### config.mk
export PLATFORM = sky130hd
export DESIGN_NAME = rc_receiver_bind_hop_fsm
export DESIGN_NICKNAME = d
export VERILOG_FILES = /design/src/rcbh_pkg.sv /design/src/rc_receiver_bind_hop_fsm.sv /design/src/rcbh_derive.sv /design/src/rcbh_step.sv
export SDC_FILE = /design/constraint.sdc
export NUM_CORES = 1
export LEC_CHECK = 0
export BUFFER_PORTS_ARGS = -buffer_cell sky130_fd_sc_hd__buf_2
export CAP_MARGIN = 20
export CORE_UTILIZATION = 50
export CTS_CLUSTER_DIAMETER = 80
export DETAILED_ROUTE_END_ITERATION = 10
export GPL_TIMING_DRIVEN = 0
export HOLD_SLACK_MARGIN = 0.03
export PLACE_DENSITY = 0.74
export SLEW_MARGIN = 20
export SYNTH_ARGS = -nofsm -noshare
export SYNTH_HDL_FRONTEND = slang
export SYNTH_SLANG_ARGS = --single-unit
export TNS_END_PERCENT = 30
### constraint.sdc
create_clock -name clock -period 6.08 [get_ports clock]
set_input_delay 0.608 -clock clock [delete_from_list [all_inputs] [get_ports clock]]
set_output_delay 0.608 -clock clock [all_outputs]
set_load 0.05 [all_outputs]
### src/rcbh_pkg.sv
// ----------------------------------------------------------------------------
// rcbh_pkg - shared types and constants for the hopping link controller
// Beat structs, link phase codes, hop tables and tick wait values.
// ----------------------------------------------------------------------------
package rcbh_pkg;

   // hop table geometry
   localparam int HOP_CHANNELS = 4;
   localparam int HOP_IDX_W    = $clog2(HOP_CHANNELS);

   typedef logic [HOP_CHANNELS-1:0][7:0] hop_table_type;

   // hop tables, entry 0 in the low byte
   localparam hop_table_type RESET_TABLE = 32'h2040304b;
   localparam hop_table_type BASE_LOW    = 32'h3a2a1a0a;
   localparam hop_table_type BASE_MID    = 32'h22420a2a;
   localparam hop_table_type BASE_HIGH   = 32'h32123a1a;
   localparam hop_table_type FIXED_1E    = 32'h38184121;
   localparam hop_table_type FIXED_1F    = 32'h39194121;

   localparam logic [39:0] RESET_ADDRESS = 40'hafaeadacab;

   // packet checks
   localparam logic [7:0] SUM_OFFSET  = 8'h55;
   localparam logic [7:0] BIND_MARKER = 8'ha2;
   localparam logic [7:0] BIND_FILL   = 8'haa;
   localparam logic [4:0] SEL_MASK    = 5'h1f;

   localparam logic [5:0] MISS_LIMIT = 6'd40;

   // tick waits in microseconds
   localparam logic [14:0] WAIT_START   = 15'd500;
   localparam logic [14:0] WAIT_SCAN    = 15'd28000;
   localparam logic [14:0] WAIT_RETRY   = 15'd4000;
   localparam logic [14:0] WAIT_FRAME   = 15'd8000;
   localparam logic [14:0] WAIT_LONG    = 15'd32000;
   localparam logic [14:0] WAIT_SHORT   = 15'd250;

   // link status codes
   localparam logic [1:0] STATUS_NEW_DATA = 2'd0;
   localparam logic [1:0] STATUS_BINDING  = 2'd1;
   localparam logic [1:0] STATUS_NO_DATA  = 2'd2;

   typedef enum logic [4:0] {
      PHASE_INIT       = 5'b00001,
      PHASE_NO_BIND    = 5'b00010,
      PHASE_WAIT_FSYNC = 5'b00100,
      PHASE_BOUND      = 5'b01000,
      PHASE_LOST_BOUND = 5'b10000
   } phase_type;

   typedef struct packed {
      phase_type             phase;
      logic [5:0]            miss_count;
      logic [HOP_IDX_W-1:0]  hop_index;
      hop_table_type         hop_table;
   } link_state_type;

   typedef struct packed {
      logic        rx_ready;
      logic [63:0] payload_low;
      logic [15:0] payload_high;
   } req_payload_type;

   typedef struct packed {
      logic [14:0] wait_us;
      logic        hop;
      logic [7:0]  rf_channel;
      logic        load_address;
      logic [39:0] rx_address;
      logic        data_valid;
      logic [63:0] packet_data;
      logic [1:0]  link_status;
   } rsp_payload_type;

endpackage

### src/rc_receiver_bind_hop_fsm.sv
// ----------------------------------------------------------------------------
// rc_receiver_bind_hop_fsm - receiver link controller for a hopping RC link
// Tracks bind, sync and loss phases and issues hop, address and data beats.
//
//   channel   ports                           direction  beat
//   req       req_valid/req_ready/req_payload in         one scheduler tick
//   rsp       rsp_valid/rsp_ready/rsp_payload out        one tick result
//   csr       csr_write_enable/csr_write_data in         decode_enable write
//
// A tick beat lands in the input register, then the phase logic writes the
// result register and the link state together; one beat per cycle is
// sustained while the result register is not stalled.
// Reset is synchronous; it puts the link in the init phase with the default
// hop table. A stalled result holds its register; the input stage keeps
// taking beats while the result register is free or being drained.
// ----------------------------------------------------------------------------
module rc_receiver_bind_hop_fsm (
   input  logic                      clock,
   input  logic                      reset,
   input  logic                      req_valid,
   output logic                      req_ready,
   input  rcbh_pkg::req_payload_type req_payload,
   output logic                      rsp_valid,
   input  logic                      rsp_ready,
   output rcbh_pkg::rsp_payload_type rsp_payload,
   input  logic                      csr_write_enable,
   input  logic                      csr_write_data
);

   logic                      in_valid_ff;
   logic                      in_valid_in;
   rcbh_pkg::req_payload_type in_item_ff;
   logic                      out_valid_ff;
   logic                      out_valid_in;
   rcbh_pkg::rsp_payload_type out_item_ff;
   rcbh_pkg::link_state_type  state_ff;
   rcbh_pkg::link_state_type  state_in;
   rcbh_pkg::rsp_payload_type step_result;
   logic                      decode_enable_ff;
   logic                      step_fire;

   // handshake control
   assign step_fire    = in_valid_ff && (!out_valid_ff || rsp_ready);
   assign req_ready    = !in_valid_ff || step_fire;
   assign in_valid_in  = req_valid || (in_valid_ff && !step_fire);
   assign out_valid_in = step_fire || (out_valid_ff && !rsp_ready);

   assign rsp_valid   = out_valid_ff;
   assign rsp_payload = out_item_ff;

   // phase logic
   rcbh_step u_step (
      .state         (state_ff),
      .item          (in_item_ff),
      .decode_enable (decode_enable_ff),
      .state_next    (state_in),
      .result        (step_result)
   );

   // control registers
   always_ff @(posedge clock) begin
      if (reset) begin
         in_valid_ff          <= 1'b0;
         out_valid_ff         <= 1'b0;
         decode_enable_ff     <= 1'b0;
         state_ff.phase       <= rcbh_pkg::PHASE_INIT;
         state_ff.miss_count  <= '0;
         state_ff.hop_index   <= '0;
         state_ff.hop_table   <= rcbh_pkg::RESET_TABLE;
      end else begin
         if (req_ready) begin
            in_valid_ff <= in_valid_in;
         end
         out_valid_ff <= out_valid_in;
         if (csr_write_enable) begin
            decode_enable_ff <= csr_write_data;
         end
         if (step_fire) begin
            state_ff <= state_in;
         end
      end
   end

   // payload registers
   always_ff @(posedge clock) begin
      if (req_valid && req_ready) begin
         in_item_ff <= req_payload;
      end
      if (step_fire) begin
         out_item_ff <= step_result;
      end
   end

   // checks
   a_no_hop_no_channel: assert property (@(posedge clock) disable iff (reset)
      rsp_valid && !rsp_payload.hop |-> rsp_payload.rf_channel == 8'h00)
      else $error("channel set without a hop");

   a_load_with_hop: assert property (@(posedge clock) disable iff (reset)
      rsp_valid && rsp_payload.load_address |-> rsp_payload.hop)
      else $error("address load without a hop");

   a_data_status: assert property (@(posedge clock) disable iff (reset)
      rsp_valid |-> rsp_payload.data_valid
                    == (rsp_payload.link_status == rcbh_pkg::STATUS_NEW_DATA))
      else $error("data flag and status disagree");

   a_result_follows_tick: assert property (@(posedge clock) disable iff (reset)
      $rose(out_valid_ff) |-> $past(in_valid_ff))
      else $error("result beat without a tick");

endmodule

### src/rcbh_derive.sv
// ----------------------------------------------------------------------------
// rcbh_derive - hop table derivation
// Maps the five select bits of the bound address to a four-entry hop table.
// ----------------------------------------------------------------------------
module rcbh_derive (
   input  logic [4:0]             sel,
   output rcbh_pkg::hop_table_type hop_table
);

   logic [4:0]              sel_low;
   rcbh_pkg::hop_table_type tbl_low;
   rcbh_pkg::hop_table_type tbl_mid;
   rcbh_pkg::hop_table_type tbl_high;

   // candidate tables for each select range
   always_comb begin
      sel_low = (sel == 5'd6) ? 5'd7 : sel;
      for (int i = 0; i < rcbh_pkg::HOP_CHANNELS; i++) begin
         tbl_low[i]  = rcbh_pkg::BASE_LOW[i] + {3'b000, sel_low};
         tbl_mid[i]  = rcbh_pkg::BASE_MID[i] + {5'b00000, sel[2:0]};
         tbl_high[i] = rcbh_pkg::BASE_HIGH[i] + {5'b00000, sel[2:0]};
      end
      // select 0x16 bumps the first two channels
      if (sel == 5'h16) begin
         tbl_mid[0] = tbl_mid[0] + 8'd1;
         tbl_mid[1] = tbl_mid[1] + 8'd1;
      end
   end

   // range select
   always_comb begin
      if (sel inside {[5'h00:5'h0f]}) begin
         hop_table = tbl_low;
      end else if (sel inside {[5'h10:5'h17]}) begin
         hop_table = tbl_mid;
      end else if (sel inside {[5'h18:5'h1d]}) begin
         hop_table = tbl_high;
      end else if (sel == 5'h1e) begin
         hop_table = rcbh_pkg::FIXED_1E;
      end else begin
         hop_table = rcbh_pkg::FIXED_1F;
      end
   end

endmodule

### src/rcbh_step.sv
// ----------------------------------------------------------------------------
// rcbh_step - one tick of the link phase machine
// Computes the next link state and the result beat from one registered tick.
// ----------------------------------------------------------------------------
module rcbh_step (
   input  rcbh_pkg::link_state_type  state,
   input  rcbh_pkg::req_payload_type item,
   input  logic                      decode_enable,
   output rcbh_pkg::link_state_type  state_next,
   output rcbh_pkg::rsp_payload_type result
);

   logic [9:0][7:0]         pkt;
   logic [7:0]              sum_x;
   logic                    sum_ok;
   logic                    bind_ok;
   logic [39:0]             bind_addr;
   rcbh_pkg::hop_table_type bind_table;
   logic                    hop_req;

   assign pkt = {item.payload_high, item.payload_low};

   // checksum: xor of bytes 0..8 plus offset against byte 9
   always_comb begin
      sum_x = '0;
      for (int i = 0; i < 9; i++) begin
         sum_x = sum_x ^ pkt[i];
      end
      sum_ok = ((sum_x + rcbh_pkg::SUM_OFFSET) == pkt[9]);
   end

   // bind packet check and address, bytes 4..0 from low to high
   assign bind_ok = sum_ok && (pkt[0] == rcbh_pkg::BIND_MARKER)
                    && (pkt[5] == rcbh_pkg::BIND_FILL) && (pkt[6] == rcbh_pkg::BIND_FILL)
                    && (pkt[7] == rcbh_pkg::BIND_FILL) && (pkt[8] == 8'h00);
   assign bind_addr = {pkt[0], pkt[1], pkt[2], pkt[3], pkt[4]};

   rcbh_derive u_derive (
      .sel       (pkt[4][4:0] & rcbh_pkg::SEL_MASK),
      .hop_table (bind_table)
   );

   // phase machine
   always_comb begin
      state_next     = state;
      result         = '0;
      result.wait_us = rcbh_pkg::WAIT_RETRY;
      hop_req        = 1'b0;

      case (state.phase)
         rcbh_pkg::PHASE_INIT: begin
            state_next.hop_table = rcbh_pkg::RESET_TABLE;
            state_next.hop_index = '0;
            result.load_address  = 1'b1;
            result.rx_address    = rcbh_pkg::RESET_ADDRESS;
            hop_req              = 1'b1;
            state_next.phase     = rcbh_pkg::PHASE_NO_BIND;
            result.wait_us       = rcbh_pkg::WAIT_START;
         end
         rcbh_pkg::PHASE_NO_BIND: begin
            if (!item.rx_ready) begin
               hop_req        = 1'b1;
               result.wait_us = rcbh_pkg::WAIT_SCAN;
            end else if (bind_ok) begin
               result.load_address   = 1'b1;
               result.rx_address     = bind_addr;
               state_next.hop_table  = bind_table;
               state_next.hop_index  = '0;
               state_next.miss_count = '0;
               hop_req               = 1'b1;
               state_next.phase      = rcbh_pkg::PHASE_WAIT_FSYNC;
               result.wait_us        = rcbh_pkg::WAIT_START;
            end else begin
               result.wait_us = rcbh_pkg::WAIT_RETRY;
            end
         end
         rcbh_pkg::PHASE_WAIT_FSYNC: begin
            if (item.rx_ready) begin
               hop_req               = 1'b1;
               state_next.phase      = rcbh_pkg::PHASE_BOUND;
               state_next.miss_count = '0;
               result.wait_us        = rcbh_pkg::WAIT_FRAME;
            end else begin
               if (state.miss_count > rcbh_pkg::MISS_LIMIT) begin
                  state_next.phase = rcbh_pkg::PHASE_INIT;
               end
               state_next.miss_count = state.miss_count + 6'd1;
               result.wait_us        = rcbh_pkg::WAIT_LONG;
            end
         end
         rcbh_pkg::PHASE_BOUND, rcbh_pkg::PHASE_LOST_BOUND: begin
            if (state.phase == rcbh_pkg::PHASE_LOST_BOUND && !item.rx_ready) begin
               hop_req        = 1'b1;
               result.wait_us = rcbh_pkg::WAIT_LONG;
            end else if (!item.rx_ready) begin
               if (state.miss_count > rcbh_pkg::MISS_LIMIT) begin
                  state_next.miss_count = '0;
                  state_next.phase      = rcbh_pkg::PHASE_LOST_BOUND;
               end else begin
                  state_next.miss_count = state.miss_count + 6'd1;
               end
               result.wait_us = rcbh_pkg::WAIT_SHORT;
            end else begin
               state_next.phase      = rcbh_pkg::PHASE_BOUND;
               state_next.miss_count = '0;
               if (decode_enable && sum_ok && (pkt[8] == 8'h00)) begin
                  result.data_valid  = 1'b1;
                  result.packet_data = item.payload_low;
               end
               hop_req        = 1'b1;
               result.wait_us = rcbh_pkg::WAIT_FRAME;
            end
         end
         default: begin
            state_next.phase = rcbh_pkg::PHASE_INIT;
            result.wait_us   = rcbh_pkg::WAIT_RETRY;
         end
      endcase

      // hop from the (possibly just loaded) table, then advance the index
      if (hop_req) begin
         result.hop           = 1'b1;
         result.rf_channel    = state_next.hop_table[state_next.hop_index];
         state_next.hop_index = state_next.hop_index + 1'b1;
      end

      // link status
      if (result.data_valid) begin
         result.link_status = rcbh_pkg::STATUS_NEW_DATA;
      end else if (state_next.phase == rcbh_pkg::PHASE_NO_BIND
                   || state_next.phase == rcbh_pkg::PHASE_WAIT_FSYNC) begin
         result.link_status = rcbh_pkg::STATUS_BINDING;
      end else begin
         result.link_status = rcbh_pkg::STATUS_NO_DATA;
      end
   end

endmodule
Yosys cells after proc, flatten, opt, wreduce, memory -nomap -nowiden
Cells that the tools add are included.

word-level totals
  register bits after elaboration = 261
  input bits = 87
  word-level logic and storage cells = 145

cells by class
  add/subtract/negate cells = 17
  magnitude comparators = 8
  eq/ne operators = 18
  muxes and demuxes = 40
  bitwise gates (word level) = 11
  reduce and logical (&&, ||, !) cells = 30

operators with widths
  cell                 count
  $mux 65              4
  $mux 31              3
  $mux 45              2
  $mux 41              2
  $pmux 41 s2          1
  $pmux 34 s2          1
  $xor 8x8->8          8
  $pmux 15 s4          1
  $mux 15              3
  $mux 11              3
  $eq 8x8->1 const B   4
  $add 6x3->7 const A  4
  $mux 25              1
  $pmux 5 s4           1
  $pmux 6 s3           1
  $bmux 8 s2           1
  $eq 5x3->1 const B   3
  $eq 5x5->1 const B   3
  $logic_and 1x1->1    15
  $mux 5               3
  $add 6x5->7 const A  2
  $mux 14              1
  $mux 13              1
  $add 5x3->6 const A  2
  other kinds (36)     54

Logic depth before layout (Yosys ltp)
  depth in word-level cells = 21
  gate-level depth with buffers = 15
  mapped depth without buffers = 14

Hierarchy
Synthesis repeated with hierarchy kept, for this count alone.

unflattened totals
  cell total of the unflattened synthesis = 1041
  area total of the unflattened synthesis = 12652.1 µm²

modules (own cells, without submodules)
  module                    instances  cells each  area an instance (µm²)  sequential area each (µm²)
  rc_receiver_bind_hop_fsm  1          421         8531.9                  7357.1
  rcbh_step                 1          516         3399.5                  0.0
  rcbh_derive               1          104         720.7                   0.0

Worst setup path after synthesis
Ideal clock, no wire load.

  path kind = flip-flop to flip-flop
  from = register out_valid_ff, in the netlist rsp_valid
  to = register state_ff[12] in the netlist's numbering
  setup time = 125 ps
  arrival = 5206 ps
  required time = 5955 ps
  path slack = 749 ps
  cell stages (with the launch flop) = 7
  buffers on the path = 1
  clock period less this slack = 5331 ps
  cell sequence = dfxtp_1 > nor2b_1 > nand2b_1 > inv_1 > clkbuf_1 > a21oi_1 > or2_2

on the way
  word-level cells in the longest chain between the ends = 3

RTL lines
  element                 line                            source
  start, declared         rc_receiver_bind_hop_fsm.sv:33  logic out_valid_ff;
  start signal, assigned  rc_receiver_bind_hop_fsm.sv:74  out_valid_ff <= out_valid_in;
  $logic_not 1->1         rc_receiver_bind_hop_fsm.sv:43  assign step_fire = in_valid_ff && (!out_valid_ff || rsp_ready);
  $logic_or 1x1->1        rc_receiver_bind_hop_fsm.sv:43
  $logic_and 1x1->1       rc_receiver_bind_hop_fsm.sv:43
  named net step_fire     rc_receiver_bind_hop_fsm.sv:40  logic step_fire;
  end signal, assigned    rc_receiver_bind_hop_fsm.sv:79  state_ff <= state_in;
  end, declared           rc_receiver_bind_hop_fsm.sv:36  rcbh_pkg::link_state_type state_ff;

The timed path passes the listed nets, and every way through them passes these cells.
A chain may end at the register's enable or synchronous reset.

Worst setup path in the final report
  from = register in_item_ff[48] in the netlist's numbering
  to = register out_item_ff, in the netlist rsp_payload[39], data pin

on the way
  word-level cells in the longest chain between the ends = 11

RTL lines
  element                           line                            source
  start, declared                   rc_receiver_bind_hop_fsm.sv:32  rcbh_pkg::req_payload_type in_item_ff;
  start signal, assigned            rc_receiver_bind_hop_fsm.sv:87  in_item_ff <= req_payload;
  $xor 8x8->8 (5 in series)         rcbh_step.sv:27                 sum_x = sum_x ^ pkt[i];
  $add 8x7->8                       rcbh_step.sv:29                 sum_ok = ((sum_x + rcbh_pkg::SUM_OFFSET) == pkt[9]);
  $eq 8x8->1                        rcbh_step.sv:29
  $logic_and 1x1->1 (2 in series)   rcbh_step.sv:106                if (decode_enable && sum_ok && (pkt[8] == 8'h00)) begin
  $not 1->1 (no source line)        -
  $reduce_or 4->1 (no source line)  -
  end signal, assigned              rc_receiver_bind_hop_fsm.sv:90  out_item_ff <= step_result;
  end, declared                     rc_receiver_bind_hop_fsm.sv:35  rcbh_pkg::rsp_payload_type out_item_ff;

No other way between the ends.

==> metrics <==
number of core rows 54; critical path cell sequence buf_2 > xnor2_1 > xnor3_1 > xnor2_1 > ha_1 > xnor2_1 > xnor2_1 > nand4_1 > a2111o_1 > nor4_2 > buf_1 > clkbuf_1 > and2_1; synthesized netlist cell count 860; vertical die dimension 151 µm; area share of the largest cell type after synthesis 56.7%; Switching Fraction 27.4%; per-cell routed wire length 19.3 µm; critical path's top delay family XOR/XNOR gates; relative slew slack 49.2%; number of clock sinks 257; RePlAce Congestion 0.898; Final Cell Area 13500 µm²; clock input transition at the sequential cells of the worst setup and hold paths 60 ps; number of setup buffers added after CTS 0; most frequent cells in the layout 224 x buf_2, 209 x edfxtp_1, 90 x nand2_1, 88 x and2_1, 48 x dfxtp_1; RSZ-0062 raised after global routing no; IO Port Bufs 218; insertion delay to the later sink of the worst-skew pair 550 ps; largest area contributor in the netlist edfxtp_1; worst min-delay path category in -> reg; DIE AREA 22700 µm²; post_cts resized 0; total of flip-flops plus latches after synthesis 257; Hold Fails Final Rpt 0; share of total power in sequential cells 45.9%; layout-stage area growth over the synthesis result 22.0%; net load switching power 0.00122 W; unique cell type count in the Yosys netlist 74; vias post-DR 7744; hold_ws 231 ps; start-to-end type of the worst setup path reg -> reg; first-pass GRT wire length 40100 µm; critical path fanouts, max 10; remaining routing DRC violations 0; number of max-cap violations 0; Synthesis Warnings 0; number of hold buffers added after cts 0; prevailing post-synth register cell edfxtp_1; mean post-synth cell area 12.9 µm²; detailed router's first-iteration violation count 616; layout net count 1209; post-detailed-route via-to-cell ratio 5.47; post-synthesis async set-or-reset flop share 0%; number of antenna violations at the first check in global routing 4; leading cell type in the layout, fill and taps excluded buf_2; maximum number of buffers from clock root to sink 3; Placed Instance Area 12600 µm²; total standard cell area after synthesis 11100 µm²; total congestion overflow 0; count of buffer and inverter cells on the critical path 3; achievable clock frequency 198 MHz; Static Leak 5.08 nW; combined global-route utilization of all metal layers 23.9%; ratio of total power to cell area 330 nW/µm²; Peak supply drop 375 µV; area taken by flip-flops and latches 7240 µm²; Worst Max-Slew Pin Slew 762 ps; IO Pins 221; outcome completed; cell with the most instances on the worst path xnor2_1; sequential-to-total area share from yosys stat 65.4%; drt pass-1 iters 5; number of filler instances in the final layout 1727; maximum number of pins on one net before global-route repair 51; number of buffers created by CTS 27; critical path data required time 6470 ps; crit path DAT 5440 ps; slowest stage cell on the critical path clkbuf_1; fraction of final layout cells with drive strength greater than 1 26.3%; Tmin final 5060 ps; horizontal extent of the die 151 µm; H-tree levels 1; CTS Root Cell clkbuf_16; drt total wl 27300 µm; starting density of the core 50.9%; Clock Skews 32.4 ps; biggest cell delay along the critical path 570 ps; portion of total power attributed to combinational logic 16.4%; Final Max Slew Viols 0; dominant cells by area after synthesis edfxtp_1 57%, dfxtp_1 8.7%, and2_1 5.0%; core area 21800 µm²; Clock Power Share 37.7%; TritonCTS clock tree built; post-detail-place hpwl 19100 µm; antenna violation net count after detailed routing 0; total of endpoints with negative setup slack in the final report 0; number of enable-type register cells in the synthesized netlist 209; kind of start point of the critical path flop; internal cell power 0.00324 W; vias in the first global route 7106; Crit. End Element flop; period utilization 83.2%; Multi-input gate area 3550 µm²
[registers in the layout, summed over array words and instances, names as in the netlist]
name,cells
state_ff,45
rsp_payload,128
in_item_ff,81
rsp_valid,1
in_valid_ff,1
decode_enable_ff,1
[per-stage QoR]
stage / std cells / worst slack (ps) / power (W) / setup TNS, ps / utilization, %
finish: 1415 / 1020 / 0.00446 / 0 / 62.1
CTS: 1413 / 1080 / 0.00448 / 0 / 62.1
detailed placement: 1363 / 1130 / 0.00281 / 0 / 57.9
global placement: 1360 / -1200 / 0.00280 / -136920 / 57.5
floorplan: 862 / 749 / 0.00262 / 0 / -
global route: 1413 / 746 / 0.00461 / 0 / 62.1
[power groups by stage]
stage	clock network [W]	registers, W	logic, W
2_1_floorplan	0	0.00224	0.000375
3_3_place_gp	0	0.00210	0.000709
3_5_place_dp	0	0.00208	0.000725
4_1_cts	0.00171	0.00205	0.000728
5_1_grt	0.00177	0.00206	0.000782
6_report	0.00168	0.00205	0.000732
[cells in the mapped netlist (all sizes together) (2+ instances only)]
library cell,n
xor2,17
a211oi,12
a2bb2oi,2
nand2b,15
o211ai,2
nor3,19
nor4,11
edfxtp,209
xnor3,8
mux4,2
o22ai,9
ha,9
a21boi,2
or3,5
mux2i,11
a311oi,6
o31ai,3
xnor2,47
nand3,9
nor2b,4
a22oi,6
nor2,42
and2,89
nand4,7
o21bai,3
dfxtp,48
or4,4
nand2,90
o31a,2
nand3b,2
a31oi,6
buf,16
clkbuf,29
nor3b,2
o21ai,20
inv,25
a21o,2
nand4b,2
a21oi,35
a2111o,2
mux2,4
[cell families after synthesis]
kind of cell,share of synthesized area (%)
adder cells (fa/ha/maj),1.20
AO/OA/AOI/OAI,7.49
buffers and inverters,2.72
AND/OR/NAND/NOR,14.6
other,0.0339
XOR/XNOR,6.76
multiplexers,1.81
flip-flops,65.4
[final cells by class]
class | instances | area share [%]
clock buffers | 32 | 5.22
diodes | 2 | 0.0371
plain buffers | 45 | 1.54
multi-input cells | 534 | 26.3
well taps | 280 | 2.59
flip-flops and latches | 257 | 53.6
clock inverters | 18 | 1.53
inverters | 26 | 0.723
repair buffers | 221 | 8.52
[layer usage]
| metal | wire length, µm | GRT usage [%] | share of wire [%] | up-vias |
|---|---|---|---|---|
| li1 | - | - | - | 3627 |
| met1 | 11400 | 32.2 | 42 | 3675 |
| met2 | 12900 | 38.6 | 47 | 381 |
| met3 | 2190 | 4.97 | 8.0 | 57 |
| met4 | 765 | 7.90 | 2.8 | 4 |
| met5 | 18 | 0 | 0.066 | - |
[final timing paths]
path	start	to	slack (ps)	depth (start not counted)
max reg2reg	in_item_ff[48]	rsp_payload[39]	1020	13
min	req_payload[36]	in_item_ff[36]	230	1
min reg2reg	state_ff[17]	state_ff[17]	450	2
max	in_item_ff[48]	rsp_payload[39]	1020	13
Note: power is estimated with default switching activity, not from simulation.
